## src/hw/rtl/rolling_hash_substring_matcher_defines.svh

```systemverilog
// ----------------------------------------------------------------------------
// rolling_hash_substring_matcher_defines
// Assertion macros used by the matcher controller.
// ----------------------------------------------------------------------------
`ifndef ROLLING_HASH_SUBSTRING_MATCHER_DEFINES_SVH
`define ROLLING_HASH_SUBSTRING_MATCHER_DEFINES_SVH

// same-cycle implication
`define RHSM_ASSERT_NOW(label, ante, cons, msg) \
  label: assert property (@(posedge clk) disable iff (!rst_n) (ante) |-> (cons)) \
    else $error(msg);

// next-cycle implication
`define RHSM_ASSERT_NEXT(label, ante, cons, msg) \
  label: assert property (@(posedge clk) disable iff (!rst_n) (ante) |=> (cons)) \
    else $error(msg);

`endif

```

## src/hw/rtl/rhsm_pkg.sv

```systemverilog
// ----------------------------------------------------------------------------
// rhsm_pkg
// Types, constants and helpers of the rolling hash substring matcher.
// ----------------------------------------------------------------------------
package rhsm_pkg;

  localparam int MAX_PAT  = 16;
  localparam int IDX_W    = (MAX_PAT > 1) ? $clog2(MAX_PAT) : 1;
  localparam int LEN_W    = $clog2(MAX_PAT + 1);
  localparam int HASH_W   = 26;
  localparam int POS_BITS = 32;
  localparam int VAL_W    = 32;
  localparam int CMD_W    = 2;
  localparam int KIND_W   = 2;

  // multiplicative inverse of 3 modulo 2^HASH_W
  localparam logic [HASH_W-1:0] INV3 = HASH_W'(64'hAAAA_AAAA_AAAA_AAAB);

  typedef enum logic [CMD_W-1:0] {
    CMD_LOAD = 2'd0,
    CMD_TEXT = 2'd1,
    CMD_END  = 2'd2,
    CMD_NOP  = 2'd3
  } cmd_t;

  typedef enum logic [KIND_W-1:0] {
    KIND_HASH  = 2'd0,
    KIND_POS   = 2'd1,
    KIND_SHORT = 2'd2
  } kind_t;

  typedef enum logic [1:0] {
    PH_LOAD  = 2'd0,
    PH_FILL  = 2'd1,
    PH_MATCH = 2'd2
  } phase_t;

  typedef enum logic [2:0] {
    ST_IDLE,
    ST_EXEC,
    ST_EMIT_HASH,
    ST_CMP,
    ST_EMIT_SHORT
  } state_t;

  typedef enum logic [2:0] {
    OP_NONE,
    OP_LOAD,
    OP_FILL,
    OP_ROLL,
    OP_CLEAR
  } dp_op_t;

  typedef struct packed {
    logic   latch;
    dp_op_t op;
    logic   idx_clr;
    logic   idx_inc;
    kind_t  emit;
  } dp_cmd_t;

  typedef struct packed {
    cmd_t   cmd;
    phase_t phase;
    logic   plen_zero;
    logic   plen_full;
    logic   fill_done;
    logic   fill_hit;
    logic   roll_hit;
    logic   cmp_last;
  } dp_sts_t;

  // byte mod 3 via reciprocal multiply
  function automatic logic [1:0] mod3(input logic [7:0] b);
    logic [15:0] prod;
    logic [6:0]  q;
    logic [9:0]  r;
    prod = 16'(b) * 16'd171;
    q    = prod[15:9];
    r    = 10'(b) - 10'(q) * 10'd3;
    return r[1:0];
  endfunction

  // weight times a digit in 0..2
  function automatic logic [HASH_W-1:0] scale(input logic [1:0] m,
                                              input logic [HASH_W-1:0] w);
    logic [HASH_W-1:0] res;
    unique case (m)
      2'd1:    res = w;
      2'd2:    res = {w[HASH_W-2:0], 1'b0};
      default: res = '0;
    endcase
    return res;
  endfunction

endpackage

```

## src/hw/rtl/rhsm_if.sv

```systemverilog
// ----------------------------------------------------------------------------
// rhsm_if
// Request channels of the matcher: input commands and result items.
// ----------------------------------------------------------------------------
interface rhsm_in_if;
  logic                       valid;
  logic                       ready;
  logic [rhsm_pkg::CMD_W-1:0] command;
  logic [7:0]                 data;

  modport source (output valid, output command, output data, input ready);
  modport sink (input valid, input command, input data, output ready);
endinterface

interface rhsm_out_if;
  logic                        valid;
  logic                        ready;
  logic [rhsm_pkg::KIND_W-1:0] kind;
  logic [rhsm_pkg::VAL_W-1:0]  value;
  logic                        last;

  modport source (output valid, output kind, output value, output last, input ready);
  modport sink (input valid, input kind, input value, input last, output ready);
endinterface

```

## src/hw/rtl/rhsm_datapath.sv

```systemverilog
// ----------------------------------------------------------------------------
// rhsm_datapath
// Pattern and window stores, hash registers, position counter, compare index.
// ----------------------------------------------------------------------------
module rhsm_datapath (
  input  logic                        clk,
  input  logic                        rst_n,
  input  logic [rhsm_pkg::CMD_W-1:0]  in_command,
  input  logic [7:0]                  in_data,
  input  rhsm_pkg::dp_cmd_t           cmd,
  output rhsm_pkg::dp_sts_t           sts,
  output logic [rhsm_pkg::KIND_W-1:0] out_kind,
  output logic [rhsm_pkg::VAL_W-1:0]  out_value,
  output logic                        out_last
);

  localparam int HW = rhsm_pkg::HASH_W;
  localparam int LW = rhsm_pkg::LEN_W;
  localparam int IW = rhsm_pkg::IDX_W;
  localparam int PB = rhsm_pkg::POS_BITS;
  localparam int MP = rhsm_pkg::MAX_PAT;

  rhsm_pkg::cmd_t   cmd_r;
  logic [7:0]       data_r;
  logic [7:0]       pat_r [MP];
  logic [7:0]       win_r [MP];

  logic [LW-1:0]    plen_r,   plen_nxt;
  logic [LW-1:0]    wfill_r,  wfill_nxt;
  logic [HW-1:0]    phash_r,  phash_nxt;
  logic [HW-1:0]    whash_r,  whash_nxt;
  logic [HW-1:0]    top_r,    top_nxt;
  logic [HW-1:0]    fw_r,     fw_nxt;
  logic [PB-1:0]    wstart_r, wstart_nxt;
  rhsm_pkg::phase_t phase_r,  phase_nxt;
  logic             hit_r,    hit_nxt;
  logic [IW-1:0]    idx_r,    idx_nxt;
  logic [HW-1:0]    q_r,      q_nxt;

  logic [1:0]       m;
  logic [HW-1:0]    load_top;
  logic [HW-1:0]    fill_hash;
  logic [HW-1:0]    roll_hash;
  logic             fill_done;
  logic [PB:0]      pos_sum;
  logic [PB-1:0]    pos_sat;
  logic [63:0]      pos_ext;
  logic [rhsm_pkg::VAL_W-1:0] pos_val;

  assign m         = rhsm_pkg::mod3(data_r);
  assign load_top  = (plen_r == '0) ? top_r : HW'(top_r + {top_r[HW-2:0], 1'b0});
  assign fill_hash = HW'(whash_r + rhsm_pkg::scale(m, fw_r));
  assign roll_hash = HW'(q_r + rhsm_pkg::scale(m, top_r));
  assign fill_done = (LW'(wfill_r + LW'(1)) >= plen_r);

  // exact divide by 3 of (hash - oldest digit)
  assign q_nxt = HW'((whash_r - HW'(rhsm_pkg::mod3(win_r[0]))) * rhsm_pkg::INV3);

  assign pos_sum = {1'b0, wstart_r} + (PB+1)'(idx_r) + (PB+1)'(1);
  assign pos_sat = pos_sum[PB] ? '1 : pos_sum[PB-1:0];
  assign pos_ext = 64'(pos_sat);
  assign pos_val = (pos_ext > 64'hFFFF_FFFF) ? '1 : pos_ext[rhsm_pkg::VAL_W-1:0];

  always_comb begin
    plen_nxt   = plen_r;
    wfill_nxt  = wfill_r;
    phash_nxt  = phash_r;
    whash_nxt  = whash_r;
    top_nxt    = top_r;
    fw_nxt     = fw_r;
    wstart_nxt = wstart_r;
    phase_nxt  = phase_r;
    hit_nxt    = hit_r;
    idx_nxt    = idx_r;
    unique case (cmd.op)
      rhsm_pkg::OP_LOAD: begin
        top_nxt   = load_top;
        phash_nxt = HW'(phash_r + rhsm_pkg::scale(m, load_top));
        plen_nxt  = LW'(plen_r + LW'(1));
      end
      rhsm_pkg::OP_FILL: begin
        whash_nxt = fill_hash;
        fw_nxt    = HW'(fw_r + {fw_r[HW-2:0], 1'b0});
        wfill_nxt = LW'(wfill_r + LW'(1));
        hit_nxt   = (fill_hash == phash_r);
        if (fill_done) begin
          phase_nxt  = rhsm_pkg::PH_MATCH;
          wstart_nxt = '0;
        end else begin
          phase_nxt = rhsm_pkg::PH_FILL;
        end
      end
      rhsm_pkg::OP_ROLL: begin
        whash_nxt = roll_hash;
        if (wstart_r != '1) begin
          wstart_nxt = PB'(wstart_r + PB'(1));
        end
      end
      rhsm_pkg::OP_CLEAR: begin
        plen_nxt   = '0;
        wfill_nxt  = '0;
        phash_nxt  = '0;
        whash_nxt  = '0;
        top_nxt    = HW'(1);
        fw_nxt     = HW'(1);
        wstart_nxt = '0;
        phase_nxt  = rhsm_pkg::PH_LOAD;
      end
      default: begin
      end
    endcase
    if (cmd.idx_clr) begin
      idx_nxt = '0;
    end else if (cmd.idx_inc) begin
      idx_nxt = IW'(idx_r + IW'(1));
    end
  end

  always_ff @(posedge clk) begin
    if (!rst_n) begin
      plen_r   <= '0;
      wfill_r  <= '0;
      phash_r  <= '0;
      whash_r  <= '0;
      top_r    <= HW'(1);
      fw_r     <= HW'(1);
      wstart_r <= '0;
      phase_r  <= rhsm_pkg::PH_LOAD;
      hit_r    <= 1'b0;
      idx_r    <= '0;
    end else begin
      plen_r   <= plen_nxt;
      wfill_r  <= wfill_nxt;
      phash_r  <= phash_nxt;
      whash_r  <= whash_nxt;
      top_r    <= top_nxt;
      fw_r     <= fw_nxt;
      wstart_r <= wstart_nxt;
      phase_r  <= phase_nxt;
      hit_r    <= hit_nxt;
      idx_r    <= idx_nxt;
    end
  end

  always_ff @(posedge clk) begin
    q_r <= q_nxt;
    if (cmd.latch) begin
      cmd_r  <= rhsm_pkg::cmd_t'(in_command);
      data_r <= in_data;
    end
    if (cmd.op == rhsm_pkg::OP_LOAD) begin
      pat_r[plen_r[IW-1:0]] <= data_r;
    end
    for (int i = 0; i < MP; i++) begin
      if (cmd.op == rhsm_pkg::OP_FILL && wfill_r[IW-1:0] == IW'(i)) begin
        win_r[i] <= data_r;
      end else if (cmd.op == rhsm_pkg::OP_ROLL) begin
        if (plen_r == LW'(i + 1)) begin
          win_r[i] <= data_r;
        end else if (plen_r > LW'(i + 1)) begin
          win_r[i] <= win_r[(i + 1) % MP];
        end
      end
    end
  end

  always_comb begin
    sts.cmd       = cmd_r;
    sts.phase     = phase_r;
    sts.plen_zero = (plen_r == '0);
    sts.plen_full = (plen_r >= LW'(MP));
    sts.fill_done = fill_done;
    sts.fill_hit  = hit_r;
    sts.roll_hit  = (roll_hash == phash_r);
    sts.cmp_last  = (pat_r[idx_r] != win_r[idx_r]) ||
                    (LW'(LW'(idx_r) + LW'(1)) == plen_r);
  end

  always_comb begin
    out_kind = cmd.emit;
    unique case (cmd.emit)
      rhsm_pkg::KIND_HASH: begin
        out_value = rhsm_pkg::VAL_W'(phash_r);
        out_last  = !hit_r;
      end
      rhsm_pkg::KIND_POS: begin
        out_value = pos_val;
        out_last  = sts.cmp_last;
      end
      default: begin
        out_value = '0;
        out_last  = 1'b1;
      end
    endcase
  end

endmodule

```

## src/hw/rtl/rhsm_controller.sv

```systemverilog
// ----------------------------------------------------------------------------
// rhsm_controller
// Sequencer: takes one request, runs its datapath step, emits its results.
// ----------------------------------------------------------------------------
`include "rolling_hash_substring_matcher_defines.svh"

module rhsm_controller (
  input  logic              clk,
  input  logic              rst_n,
  input  logic              in_valid,
  output logic              in_ready,
  output logic              out_valid,
  input  logic              out_ready,
  input  rhsm_pkg::dp_sts_t sts,
  output rhsm_pkg::dp_cmd_t cmd
);

  rhsm_pkg::state_t state_r, state_nxt;
  logic             out_fire;

  assign out_fire = out_valid && out_ready;

  always_ff @(posedge clk) begin
    if (!rst_n) begin
      state_r <= rhsm_pkg::ST_IDLE;
    end else begin
      state_r <= state_nxt;
    end
  end

  always_comb begin
    state_nxt   = state_r;
    cmd.latch   = 1'b0;
    cmd.op      = rhsm_pkg::OP_NONE;
    cmd.idx_clr = 1'b0;
    cmd.idx_inc = 1'b0;
    cmd.emit    = rhsm_pkg::KIND_HASH;
    in_ready    = 1'b0;
    out_valid   = 1'b0;
    unique case (state_r)
      rhsm_pkg::ST_IDLE: begin
        in_ready  = 1'b1;
        cmd.latch = in_valid;
        if (in_valid) begin
          state_nxt = rhsm_pkg::ST_EXEC;
        end
      end
      rhsm_pkg::ST_EXEC: begin
        cmd.idx_clr = 1'b1;
        state_nxt   = rhsm_pkg::ST_IDLE;
        unique case (sts.cmd)
          rhsm_pkg::CMD_LOAD: begin
            if (sts.phase == rhsm_pkg::PH_LOAD && !sts.plen_full) begin
              cmd.op = rhsm_pkg::OP_LOAD;
            end
          end
          rhsm_pkg::CMD_TEXT: begin
            priority if (sts.phase == rhsm_pkg::PH_LOAD && sts.plen_zero) begin
              cmd.op = rhsm_pkg::OP_NONE;
            end else if (sts.phase != rhsm_pkg::PH_MATCH) begin
              cmd.op = rhsm_pkg::OP_FILL;
              if (sts.fill_done) begin
                state_nxt = rhsm_pkg::ST_EMIT_HASH;
              end
            end else begin
              cmd.op = rhsm_pkg::OP_ROLL;
              if (sts.roll_hit) begin
                state_nxt = rhsm_pkg::ST_CMP;
              end
            end
          end
          rhsm_pkg::CMD_END: begin
            cmd.op = rhsm_pkg::OP_CLEAR;
            if (!sts.plen_zero && sts.phase != rhsm_pkg::PH_MATCH) begin
              state_nxt = rhsm_pkg::ST_EMIT_SHORT;
            end
          end
          default: begin
          end
        endcase
      end
      rhsm_pkg::ST_EMIT_HASH: begin
        out_valid = 1'b1;
        cmd.emit  = rhsm_pkg::KIND_HASH;
        if (out_ready) begin
          // hash hit after fill: last is low, go compare
          state_nxt = sts.fill_hit ? rhsm_pkg::ST_CMP : rhsm_pkg::ST_IDLE;
        end
      end
      rhsm_pkg::ST_CMP: begin
        out_valid = 1'b1;
        cmd.emit  = rhsm_pkg::KIND_POS;
        if (out_ready) begin
          if (sts.cmp_last) begin
            state_nxt = rhsm_pkg::ST_IDLE;
          end else begin
            cmd.idx_inc = 1'b1;
          end
        end
      end
      rhsm_pkg::ST_EMIT_SHORT: begin
        out_valid = 1'b1;
        cmd.emit  = rhsm_pkg::KIND_SHORT;
        if (out_ready) begin
          state_nxt = rhsm_pkg::ST_IDLE;
        end
      end
      default: begin
        state_nxt = rhsm_pkg::ST_IDLE;
      end
    endcase
  end

  `RHSM_ASSERT_NOW(a_hash_in_match, state_r == rhsm_pkg::ST_EMIT_HASH, sts.phase == rhsm_pkg::PH_MATCH, "hash result outside match phase")
  `RHSM_ASSERT_NOW(a_cmp_in_match, state_r == rhsm_pkg::ST_CMP, sts.phase == rhsm_pkg::PH_MATCH && !sts.plen_zero, "compare without pattern")
  `RHSM_ASSERT_NOW(a_short_cleared, state_r == rhsm_pkg::ST_EMIT_SHORT, sts.plen_zero && sts.phase == rhsm_pkg::PH_LOAD, "short result before clear")
  `RHSM_ASSERT_NEXT(a_cmp_end, state_r == rhsm_pkg::ST_CMP && out_fire && sts.cmp_last, state_r == rhsm_pkg::ST_IDLE, "compare run did not end")

endmodule

```

## src/hw/rtl/rolling_hash_substring_matcher.sv

```systemverilog
// ----------------------------------------------------------------------------
// rolling_hash_substring_matcher
// Flow: a request is taken while idle and executed in the next cycle; its first
// result is offered the cycle after that. One request at a time: no new request
// is taken until all result items of the last one (up to 17) are accepted.
// Reset: synchronous active-low rst_n clears pattern length, hashes, fill,
// position and phase; no clearing pass.
// ----------------------------------------------------------------------------
module rolling_hash_substring_matcher (
  input  logic       clk,
  input  logic       rst_n,
  rhsm_in_if.sink    in_ch,
  rhsm_out_if.source out_ch
);

  rhsm_pkg::dp_cmd_t dp_cmd;
  rhsm_pkg::dp_sts_t dp_sts;
  logic              ctl_in_ready;
  logic              ctl_out_valid;
  logic [rhsm_pkg::KIND_W-1:0] dp_kind;
  logic [rhsm_pkg::VAL_W-1:0]  dp_value;
  logic                        dp_last;

  rhsm_controller u_ctl (
    .clk       (clk),
    .rst_n     (rst_n),
    .in_valid  (in_ch.valid),
    .in_ready  (ctl_in_ready),
    .out_valid (ctl_out_valid),
    .out_ready (out_ch.ready),
    .sts       (dp_sts),
    .cmd       (dp_cmd)
  );

  rhsm_datapath u_dp (
    .clk        (clk),
    .rst_n      (rst_n),
    .in_command (in_ch.command),
    .in_data    (in_ch.data),
    .cmd        (dp_cmd),
    .sts        (dp_sts),
    .out_kind   (dp_kind),
    .out_value  (dp_value),
    .out_last   (dp_last)
  );

  assign in_ch.ready  = ctl_in_ready;
  assign out_ch.valid = ctl_out_valid;
  assign out_ch.kind  = dp_kind;
  assign out_ch.value = dp_value;
  assign out_ch.last  = dp_last;

endmodule
```

## src/flat_wrapper.sv

```systemverilog
// flat-port wrapper written by rule: the top's interface ports become plain ports
module rolling_hash_substring_matcher_flat 
  (clk, rst_n, in_ch_valid, in_ch_command, in_ch_data, in_ch_ready, out_ch_valid, out_ch_kind, out_ch_value, out_ch_last, out_ch_ready);
  rhsm_in_if in_ch_i ();
  rhsm_out_if out_ch_i ();
  input  logic clk;
  input  logic rst_n;
  input wire logic [$bits(in_ch_i.valid)-1:0] in_ch_valid;
  input wire logic [$bits(in_ch_i.command)-1:0] in_ch_command;
  input wire logic [$bits(in_ch_i.data)-1:0] in_ch_data;
  output wire logic [$bits(in_ch_i.ready)-1:0] in_ch_ready;
  output wire logic [$bits(out_ch_i.valid)-1:0] out_ch_valid;
  output wire logic [$bits(out_ch_i.kind)-1:0] out_ch_kind;
  output wire logic [$bits(out_ch_i.value)-1:0] out_ch_value;
  output wire logic [$bits(out_ch_i.last)-1:0] out_ch_last;
  input wire logic [$bits(out_ch_i.ready)-1:0] out_ch_ready;
  assign in_ch_i.valid = in_ch_valid;
  assign in_ch_i.command = in_ch_command;
  assign in_ch_i.data = in_ch_data;
  assign in_ch_ready = in_ch_i.ready;
  assign out_ch_valid = out_ch_i.valid;
  assign out_ch_kind = out_ch_i.kind;
  assign out_ch_value = out_ch_i.value;
  assign out_ch_last = out_ch_i.last;
  assign out_ch_i.ready = out_ch_ready;
  rolling_hash_substring_matcher u_core (.clk(clk), .rst_n(rst_n), .in_ch(in_ch_i), .out_ch(out_ch_i));
endmodule
```

## config.mk

```make
export PLATFORM = sky130hd
export DESIGN_NAME = rolling_hash_substring_matcher_flat
export DESIGN_NICKNAME = d
export VERILOG_FILES = /design/src/hw/rtl/rhsm_pkg.sv /design/src/hw/rtl/rhsm_if.sv /design/src/hw/rtl/rhsm_datapath.sv /design/src/hw/rtl/rhsm_controller.sv /design/src/hw/rtl/rolling_hash_substring_matcher.sv /design/src/flat_wrapper.sv
export VERILOG_INCLUDE_DIRS = /design/src /design/src/hw/rtl
export SDC_FILE = /design/constraint.sdc
export NUM_CORES = 2
export LEC_CHECK = 0
export ABC_CLOCK_PERIOD_IN_PS = 17920
export BUFFER_PORTS_ARGS = -buffer_cell sky130_fd_sc_hd__buf_2
export CORE_AREA = 2 2 354 356
export CTS_CLUSTER_DIAMETER = 150
export DETAILED_ROUTE_END_ITERATION = 12
export DIE_AREA = 0 0 356 358
export GPL_TIMING_DRIVEN = 0
export PLACE_DENSITY = 0.48
export REMOVE_ABC_BUFFERS = 1
export SYNTH_ARGS = -nofsm -noshare
export SYNTH_HDL_FRONTEND = slang
export SYNTH_SLANG_ARGS = --single-unit
```

## constraint.sdc

```tcl
create_clock -name clk -period 17.92 [get_ports clk]
set_input_delay 2.688 -clock clk [delete_from_list [all_inputs] [get_ports clk]]
set_output_delay 2.688 -clock clk [all_outputs]
set_load 0.005 [all_outputs]
```

==> out/metrics.cfg <==
[timing]
finalSetupTns_ns = 0
final.min_clock_period_ns = 12.69
fmax_mhz = 78.8
grt_setup_unrepaired = no
setup-violations-final = 0
max_slew_margin_pct = 7.83
worst_slew_pin_slew_ns = 1.37
drv_slew = 0
period_share_pct = 70.8
hold_viol = 0
finClkSkew_ns = 0.0525

[critical_path]
reg2reg_from = u_core.u_dp.win_r[0][1]
cp_slowest_cell = xor2_1
reg2reg_slack_ns = 5.23
critPathLaunchType = register
path_max_fanout = 9
crit-reg2reg-capture = u_core.u_dp.q_r[25]
crit_path_end_kind = register
reg2regPathDepth = 42
worstSetupPathType = register to register
cp.required_ns = 18.46
crit_path_max_incr_delay_ns = 0.80
arrival_ns = 13.24
path_common_cell = fa_1

[floorplanning]
coreArea_sq_um = 123000
dieArea_sq_um = 127000
row_count = 129
ios = 51
initial_core_util_pct = 29.9
die_w_um = 356
dieHeight_um = 358

[synthesis]
ys_top_cells_by_area = edfxtp_1, ha_1, dfxtp_1
ys_ff_latch = 452
ys_seq_area_share_pct = 31.7
synth-edff-count = 266
yosysTopAreaCellShare_pct = 21.6
syn_area_per_cell_sq_um = 9.79
synthesis.instances = 3771
syn_area_sq_um = 36900
yosysMostFrequentCell = inv_1
yosysTopAreaCell = edfxtp_1
async_reset_ff_share_pct = 0
ys.flop_type = edfxtp_1
synthDistinctLibCells = 90
synth_common_cells = inv_1, ha_1, nor2_1
yosys_warnings = 0

[placed_design]
place_hpwl_mm = 84.6
io_buffers = 50
gp_congestion = 0.887
placed_area_sq_um = 38900

[min_path]
min_from = u_core.u_dp.fw_r[0]
whs_path_depth = 2
hold_class = register to register
min_to = u_core.u_dp.fw_r[0]

[layout]
regArea_sq_um = 11700
final_cell_area_sq_um = 40800
area_delta_synth_final_pct = 10.6
final_nets = 4234
multiInputGateArea_sq_um = 23100
drive_gt1_share_pct = 10.8
fill_cells = 12741

[run_status]
outcome = finished clean

[detailed_routing]
initialDrtViolationCount = 2186
drt_pass1_iterations = 6
drc = 0
vias_per_cell = 5.18
vias = 28029
drtAntennaViolNets = 0
detail_route.wl_per_cell_um = 20.8
wirelength_mm = 113

[global_route]
grt_use_total_pct = 17.4
grt_pass1_vias = 27025
grt_antenna_before_repair = 3
grt_overflow = 0
grt_start_max_net_pins = 77
grt_first_pass_wirelength_mm = 171

[cts]
cts.sinks = 452
post-cts-setup-buffers = 0
cts-root-buf = clkbuf_16
cts_buffers = 56
path_clk_slew_ns = 0.06
htree_levels = 2
clk_path_buf_depth = 3
holdBufCountCts = 0
cts_tree = done
ctsResizeCount = 0
insertion_delay_ns = 0.67

[flow_run]
drv_cap = 0

-- worst max-delay path: cells and delay by family, from the launching register on --
family | cells | cell delay (ns)
adder cells (fa/ha/maj) | 16 | 6.81
AND/OR/NAND/NOR | 4 | 1.11
buffers and inverters | 8 | 0.48
AO/OA/AOI/OAI | 8 | 1.64
flip-flops | 1 | 0.59
XOR/XNOR | 6 | 1.91
-- how the worst max path moves through the flow --
stage | from | endpoint | slack [ns] | cells after the start
after floorplan | u_core.u_dp.win_r[0][1] | u_core.u_dp.q_r[25] | 6.93 | 43
after detailed placement | u_core.u_dp.win_r[0][1] | u_core.u_dp.q_r[23] | 5.29 | 42
final | u_core.u_dp.win_r[0][1] | u_core.u_dp.q_r[25] | 5.23 | 42
after CTS | u_core.u_dp.win_r[0][1] | u_core.u_dp.q_r[25] | 5.21 | 43
after global placement | u_core.u_dp.data_r[1] | u_core.u_ctl.state_r[0] | 5.20 | 33
after global routing | u_core.u_dp.win_r[0][1] | u_core.u_dp.q_r[25] | 4.58 | 43
-- kinds of logic after synthesis --
family                   after synthesis  synth area share (%)
XOR/XNOR                             307                  7.62
adder cells (fa/ha/maj)              491                  19.6
multiplexers                         209                  8.67
AO/OA/AOI/OAI                        803                  14.2
buffers and inverters                572                  5.97
flip-flops                           452                  31.7
AND/OR/NAND/NOR                      937                  12.3
-- stage by stage --
step	setup slack (ns)	hold slack [ns]	std cells	utilization (%)
after CTS	5.21	0.504	5407	33.0
after detailed placement	5.29	0.487	5303	31.5
final	5.23	0.504	5413	33.1
after global routing	4.58	0.549	5412	33.1
after floorplan	6.93	0.453	3598	-
after global placement	5.20	0.480	5285	31.2
-- state kept, by name, summed over array words and instances (netlist names), 2 cells and up, named ones only --
| name | count |
|---|---|
| u_core.u_dp.pat_r | 128 |
| u_core.u_dp.win_r | 128 |
| u_core.u_dp.wstart_r | 32 |
| u_core.u_dp.fw_r | 26 |
| u_core.u_dp.phash_r | 26 |
| u_core.u_dp.q_r | 26 |
| u_core.u_dp.top_r | 26 |
| u_core.u_dp.whash_r | 26 |
| u_core.u_dp.data_r | 8 |
| u_core.u_dp.plen_r | 5 |
| u_core.u_dp.wfill_r | 5 |
| u_core.u_dp.idx_r | 4 |
| u_core.u_ctl.state_r | 3 |
| u_core.u_dp.cmd_r | 2 |
| u_core.u_dp.phase_r | 2 |
-- per-layer routing --
layer,part of all wire [%],GRT usage (%),vias up
li1,-,-,13395
met1,47,24.7,13805
met2,46,28.2,697
met3,4.5,2.01,132
met4,2.4,4.44,0
met5,0,0,-
-- layout by cell type (no fill, tap or decap), types with 24 or more instances in the layout --
cell type,instances
a21oi_1,170
clkbuf_16,56
nor3_1,60
nor2_1,290
edfxtp_1,266
mux4_2,77
dfxtp_1,183
nand3_1,85
ha_1,344
nand2b_1,29
a21o_1,55
fa_1,145
o21a_1,24
and2_1,29
a31oi_1,35
nand2_1,204
inv_1,396
nand4_1,31
mux2_2,116
a22oi_1,110
a211oi_1,30
and3_1,33
nor2b_1,62
xnor2_1,185
o21ai_0,185
buf_2,51
xor2_1,113
-- layout make-up --
type	instances	area share, %
antenna	1	0.00613
clock buffer	71	3.69
clock inverter	33	0.812
inverter	399	3.67
multi-input combinational	2747	56.6
sequential	452	28.7
tap	1637	5.01
timing repair buffer	73	1.54
Power is not shown: default switching activity piles up to over one toggle a cycle in this logic, so the estimate is an artifact.
